--- src/rtl/doeq_pkg.sv ---
// ----------------------------------------------------------------------------
// doeq_pkg
// Types and codes shared by the drop-oldest event queue modules.
// ----------------------------------------------------------------------------
`default_nettype none

package doeq_pkg;

    localparam int NW_W = 6;

    localparam logic [1:0] CMD_PUBLISH = 2'd0;
    localparam logic [1:0] CMD_PULL    = 2'd1;
    localparam logic [1:0] CMD_DRAIN   = 2'd2;

    localparam logic [1:0] ST_EVENT = 2'd0;
    localparam logic [1:0] ST_EMPTY = 2'd1;
    localparam logic [1:0] ST_NOFIT = 2'd2;
    localparam logic [1:0] ST_DRAIN = 2'd3;

    typedef struct packed {
        logic [1:0]  command;
        logic [15:0] event_type;
        logic [15:0] payload_len;
        logic [63:0] timestamp;
        logic [63:0] payload_word;
        logic        word_last;
        logic [31:0] remaining_budget;
    } req_t;

    typedef struct packed {
        logic [1:0]  status;
        logic [63:0] data_word;
        logic        word_final;
        logic [8:0]  event_bytes;
        logic [6:0]  queued_after;
    } rsp_t;

    typedef enum logic [2:0] {
        SEL_NONE,
        SEL_EMPTY,
        SEL_NOFIT,
        SEL_DRAIN,
        SEL_WORD0,
        SEL_WORD1,
        SEL_PAYLOAD
    } out_sel_t;

    typedef struct packed {
        logic     take;
        out_sel_t sel;
        logic     fin;
        logic     pop;
        logic     rd_clr;
        logic     rd_inc;
    } ctl_cmd_t;

    typedef struct packed {
        logic            empty;
        logic            fits;
        logic            out_busy;
        logic [NW_W-1:0] nw;
    } dp_stat_t;

endpackage

`default_nettype wire

--- src/rtl/doeq_ctrl.sv ---
// ----------------------------------------------------------------------------
// doeq_ctrl
// Request sequencer: decodes pull and drain, checks fit, walks event words.
// ----------------------------------------------------------------------------
`default_nettype none

module doeq_ctrl
    import doeq_pkg::*;
(
    input  wire logic     clk,
    input  wire logic     rst_n,
    input  wire logic     req_valid,
    output logic          req_ready,
    input  wire logic [1:0] command,
    input  wire dp_stat_t stat,
    output ctl_cmd_t      cmd
);

    typedef enum logic [1:0] {
        S_IDLE,
        S_CHECK,
        S_EMIT
    } state_t;

    state_t          state_reg, state_next;
    logic [NW_W-1:0] cnt_reg, cnt_next;
    logic            take;

    assign req_ready = (state_reg == S_IDLE) && !stat.out_busy;
    assign take      = req_valid && req_ready;

    always_comb
    begin
        cmd        = '0;
        cmd.sel    = SEL_NONE;
        state_next = state_reg;
        cnt_next   = cnt_reg;
        unique case (state_reg)
            S_IDLE:
            begin
                cmd.take = take;
                if (take && command == CMD_PULL)
                begin
                    if (stat.empty)
                    begin
                        cmd.sel = SEL_EMPTY;
                        cmd.fin = 1'b1;
                    end
                    else
                    begin
                        state_next = S_CHECK;
                    end
                end
                else if (take && command == CMD_DRAIN)
                begin
                    cmd.sel = SEL_DRAIN;
                    cmd.fin = 1'b1;
                end
            end
            S_CHECK:
            begin
                if (!stat.fits)
                begin
                    cmd.sel    = SEL_NOFIT;
                    cmd.fin    = 1'b1;
                    state_next = S_IDLE;
                end
                else
                begin
                    // emit header word 0 and pop the head slot
                    cmd.sel    = SEL_WORD0;
                    cmd.pop    = 1'b1;
                    cmd.rd_clr = 1'b1;
                    cnt_next   = '0;
                    state_next = S_EMIT;
                end
            end
            S_EMIT:
            begin
                if (!stat.out_busy)
                begin
                    if (cnt_reg == '0)
                    begin
                        cmd.sel = SEL_WORD1;
                        cmd.fin = (stat.nw == '0);
                    end
                    else
                    begin
                        cmd.sel    = SEL_PAYLOAD;
                        cmd.rd_inc = 1'b1;
                        cmd.fin    = (cnt_reg == stat.nw);
                    end
                    cnt_next = cnt_reg + 1'b1;
                    if (cmd.fin)
                    begin
                        state_next = S_IDLE;
                    end
                end
            end
            default:
            begin
                state_next = S_IDLE;
            end
        endcase
    end

    always_ff @(posedge clk or negedge rst_n)
    begin
        if (!rst_n)
        begin
            state_reg <= S_IDLE;
            cnt_reg   <= '0;
        end
        else
        begin
            state_reg <= state_next;
            cnt_reg   <= cnt_next;
        end
    end

endmodule

`default_nettype wire

--- config.mk ---
export PLATFORM = sky130hd
export DESIGN_NAME = doeq_ctrl
export DESIGN_NICKNAME = d
export VERILOG_FILES = /design/src/rtl/doeq_pkg.sv /design/src/rtl/doeq_ctrl.sv
export SDC_FILE = /design/constraint.sdc
export NUM_CORES = 1
export LEC_CHECK = 0
export BUFFER_PORTS_ARGS = -buffer_cell sky130_fd_sc_hd__buf_2
export CELL_PAD_IN_SITES_DETAIL_PLACEMENT = 0
export CELL_PAD_IN_SITES_GLOBAL_PLACEMENT = 1
export CORE_MARGIN = 5
export CORE_UTILIZATION = 35
export CTS_BUF_LIST = sky130_fd_sc_hd__clkbuf_8
export CTS_CLUSTER_SIZE = 24
export DETAILED_ROUTE_END_ITERATION = 10
export GPL_TIMING_DRIVEN = 0
export PLACE_DENSITY = 0.83
export SLEW_MARGIN = 20
export SYNTH_ARGS = -nofsm -noshare
export SYNTH_HDL_FRONTEND = slang
export SYNTH_SLANG_ARGS = --single-unit
--- constraint.sdc ---
create_clock -name clk -period 2.4 [get_ports clk]
set_clock_uncertainty 0.15 [all_clocks]
set_input_delay 0.48 -clock clk [delete_from_list [all_inputs] [get_ports clk]]
set_output_delay 0.48 -clock clk [all_outputs]
set_load 0.01 [all_outputs]
### Word level (Yosys, flattened, before mapping)

Index checks and enable logic that the tools add are counted.

| word-level totals | value |
|---|---|
| output and inout bits | 9 |
| word-level logic and storage cells | 49 |
| flip-flop bits (word level) | 8 |
| input bits | 14 |

| cells by class | value |
|---|---|
| reduce and logical (&&, ||, !) cells | 11 |
| eq/ne operators | 10 |
| $add $sub $neg | 1 |
| mux-type cells | 25 |

Operator list:

| operator | count |
|---|---|
| 2-bit two-way mux | 8 |
| 4-bit two-way mux | 4 |
| 6-bit logical NOT | 2 |
| 6-bit two-way mux | 2 |
| 4-bit case mux with 3 select lines | 1 |
| 6-bit case mux with 2 select lines | 1 |
| 3-bit two-way mux | 3 |
| 2-bit inequality test (second input constant) | 4 |
| 6-bit by 1-bit adder with 6-bit output (second input constant) | 1 |
| 6-bit == test | 1 |
| 2-bit case mux with 3 select lines | 1 |
| 1-bit two-way mux | 5 |
| 2-bit by 1-bit == test with 1-bit output (second input constant) | 2 |
| 2-bit == test (second input constant) | 2 |
| 1-bit logical AND | 4 |
| 4-bit AND reduction | 1 |
| 3-bit AND reduction | 1 |
| 2-bit logical NOT | 1 |
| 2-bit by 1-bit inequality test with 1-bit output (second input constant) | 1 |
| 2-bit nonzero test | 1 |
| 1-bit logical NOT | 1 |

### Depth between registers and ports, before layout

| depth | value |
|---|---|
| depth in word-level cells | 7 |
| depth in mapped cells | 6 |
| depth with buffers taken out | 6 |

### Worst setup path after synthesis

OpenSTA, ideal clock, no wires.

| timing | value |
|---|---|
| kind | reg-to-output |
| start point | register cnt_reg[0] |
| end point | output port cmd[4] (netlist name) |
| setup slack | 0.380 ns |
| stages on the path, launching flop included | 6 |
| arrival time | 1.390 ns |
| data required time | 1.770 ns |
| path through | dfrtp_1 > inv_1 > ha_1 > nand2b_1 > or4_1 > o21ai_0 |

RTL lines:

| what | RTL line | RTL |
|---|---|---|
| from (decl) | doeq_ctrl.sv:26 | `logic [NW_W-1:0] cnt_reg, cnt_next;` |
| from (signal assigned) | doeq_ctrl.sv:117 | `cnt_reg <= cnt_next;` |
| to (decl) | doeq_ctrl.sv:16 | `output ctl_cmd_t cmd` |

==> impl_metrics.yaml <==
routing:
  ant_nets: 0
  drt_iter0_drc: 7
  drc_errors: 0
  routed_wl_mm: 1.62
  vias_per_cell: 5.15
  first_pass_iters: 4
  via_count: 644
  avgRoutedWirePerCell_um: 12.9
layout:
  drive_gt1_share_pct: 44.0
  final_area_um2: 901
  syn2layout_area_growth_pct: 38.2
  n_antenna_cell: 0
  layout.cells.non_filler: 125
  largest_register_ffs: 6
  final_common_cell: "buf_2"
  final_cell_mix: "22 x buf_2, 8 x nor2_1, 8 x xor2_1"
  multi_input_area_um2: 443
  nets: 118
  seq_area_um2: 201
  fillers: 175
global_routing:
  grt_antenna_before_repair: 0
  grt_use_total_pct: 11.6
  grt_max_degree: 10
  grt-ovfl-total: 0
  grt_pass1_wl_mm: 2.35
  grt_pass1_vias: 543
floorplan:
  die_area_um2: 2830
  die_height_um: 53.2
  io_pins: 23
  num_rows: 15
  start_util_pct: 37.3
  die_w_um: 53.2
  coreArea_um2: 1750
clocking:
  cts_tree: "built"
  root_buffer: "clkbuf_8"
  clk_pin_slew_worst_paths_ns: 0.04
  clkLatencyLatePin_ns: 0.22
  cts_buffers: 3
  cts.sinks: 8
  clock_path_buffers: 2
  h-tree-depth: 1
flow_run:
  maxCapViolations: 0
sta:
  hold_viol: 0
  worst_slew_pin_slew_ns: 0.522
  fin_hold_ws_ns: 0.414
  max_freq_ghz: 0.429
  setup_violations: 0
  setup_ws_ns: 0.0689
  period_minus_slack_ns: 2.33
  slew_headroom_pct: 65.0
  maxSlewViolCount: 0
  period_share_pct: 97.1
pwr:
  p_comb_share_pct: 39.5
  switchingPower_mw: 0.273
  netSwitchingFraction_pct: 37.9
  intPower_mw: 0.447
  ir_drop_mv: 0.478
  clkPwrFrac_pct: 21.8
  power_mw: 0.719
  p_per_area_nw_per_um2: 799
  seq_power_share_pct: 38.7
  p_leak_nw: 0.418
critical_path:
  r2r_slack_ns: 0.71
  cp.required_ns: 1.77
  path_max_fanout: 6
  start_kind: "flop"
  path_class: "flop to output pin"
  end_kind: "output pin"
  worstPathArrival_ns: 1.70
placed_design:
  gp_congestion: 0.739
  dp.cells: 118
  post-place-ws_ns: 0.214
  post-dp-hpwl_mm: 1.23
  place_area_um2: 793
  io_buffers: 22
run_status:
  status: "completed"
yosys:
  syn_inst: 71
  syn_area_per_cell_um2: 9.18
  yosysWarnings: 0
  syn_nets: 87
  ys_ff_latch: 8
  synth_cell_type_count: 32
  yosysSeqAreaShare_pct: 30.7
  synthesis.area_um2: 652
hold_path:
  hp-class: "flop to flop"
power groups by stage:
stage               sequential, mW  clock (mW)  combinational (mW)
floorplan                    0.248           0               0.166
global placement             0.265           0               0.216
detailed placement           0.268           0               0.218
CTS                          0.267       0.161               0.225
global route                 0.287       0.171               0.318
finish                       0.278       0.157               0.284
cell usage after synthesis, drive strengths merged:
cell type / number / area share (%)
a31oi: 1 / 0.96
nand2: 3 / 1.7
a21oi: 1 / 0.77
nand4: 4 / 3.8
or4: 1 / 1.2
nor2b: 1 / 0.96
and3b: 1 / 1.3
nor2: 8 / 4.6
o21ai: 5 / 3.8
inv: 5 / 2.9
and3: 1 / 0.96
o22ai: 1 / 0.96
buf: 3 / 3.5
nor4b: 1 / 3.6
nor3: 2 / 2.3
nor4: 3 / 3.8
dfrtp: 8 / 31
a311oi: 1 / 1.3
xnor2: 2 / 2.7
nand2b: 2 / 1.9
nor3b: 1 / 2.9
and4bb: 1 / 1.9
o211ai: 1 / 1.2
a21bo: 1 / 1.5
xor2: 8 / 11
a22oi: 1 / 1.2
a21boi: 1 / 1.2
ha: 2 / 3.8
or3: 1 / 1.7
layout make-up:
class	instances	share of cell area, %
buffer	3	2.50
timing repair buffer	26	15.8
inverter	5	2.08
clock buffer	3	4.58
sequential	8	22.4
multi-input combinational	55	49.2
tap	25	3.47
critical path, stage by stage, from the launching register on:
cell	delay (ns)
dfrtp_2	0.44
inv_2	0.08
ha_4	0.13
nand2b_4	0.06
or4_4	0.42
nand4_1	0.11
o211ai_1	0.09
buf_2	0.15
timing repair:
action / in CTS / in global routing
cloned: 0 / 0
endpoints found under the setup margin: 1 / 2
hold buffers: 1 / 0
buffers inserted: 1 / 2
resized for setup: 0 / 8
hold endpoints to repair: 8 / 0
worst paths after layout:
kind                                         from                       end  cells past startpoint
max                        cnt_reg[1]$_DFFE_PN0P_                    cmd[3]                      7
min                        cnt_reg[0]$_DFFE_PN0P_    cnt_reg[0]$_DFFE_PN0P_                      3
max reg2reg                cnt_reg[4]$_DFFE_PN0P_  state_reg[1]$_DFFE_PN0P_                      5
min reg2reg                cnt_reg[0]$_DFFE_PN0P_    cnt_reg[0]$_DFFE_PN0P_                      3
max in group asynchronous                   rst_n    cnt_reg[1]$_DFFE_PN0P_                      2
min in group asynchronous                   rst_n  state_reg[1]$_DFFE_PN0P_                      2
layer usage:
| metal | up-vias | part of all wire (%) | GRT usage (%) |
|---|---|---|---|
| met5 | - | 0 | 0 |
| met4 | 0 | 2.3 | 9.36 |
| met3 | 6 | 7.8 | 0.845 |
| met2 | 21 | 45 | 17.8 |
| met1 | 302 | 44 | 14.7 |
| li1 | 315 | - | - |
logic make-up (layout without fill, tap and decap cells):
family,Yosys count,after routing,share of synthesized area [%]
AO/OA/AOI/OAI,13,13,12.9
adder cells (fa/ha/maj),2,2,3.84
AND/OR/NAND/NOR,30,30,32.8
XOR/XNOR,10,10,13.4
buffers and inverters,8,37,6.33
flip-flops,8,8,30.7
through the flow:
step                      util [%]  setup TNS (ns)
after global routing          51.6        -0.00450
after global placement        45.4               0
final                         51.6               0
after CTS                     48.8               0
after detailed placement      45.4               0
after floorplan                  -               0
Power figures use the tool's default switching activity.
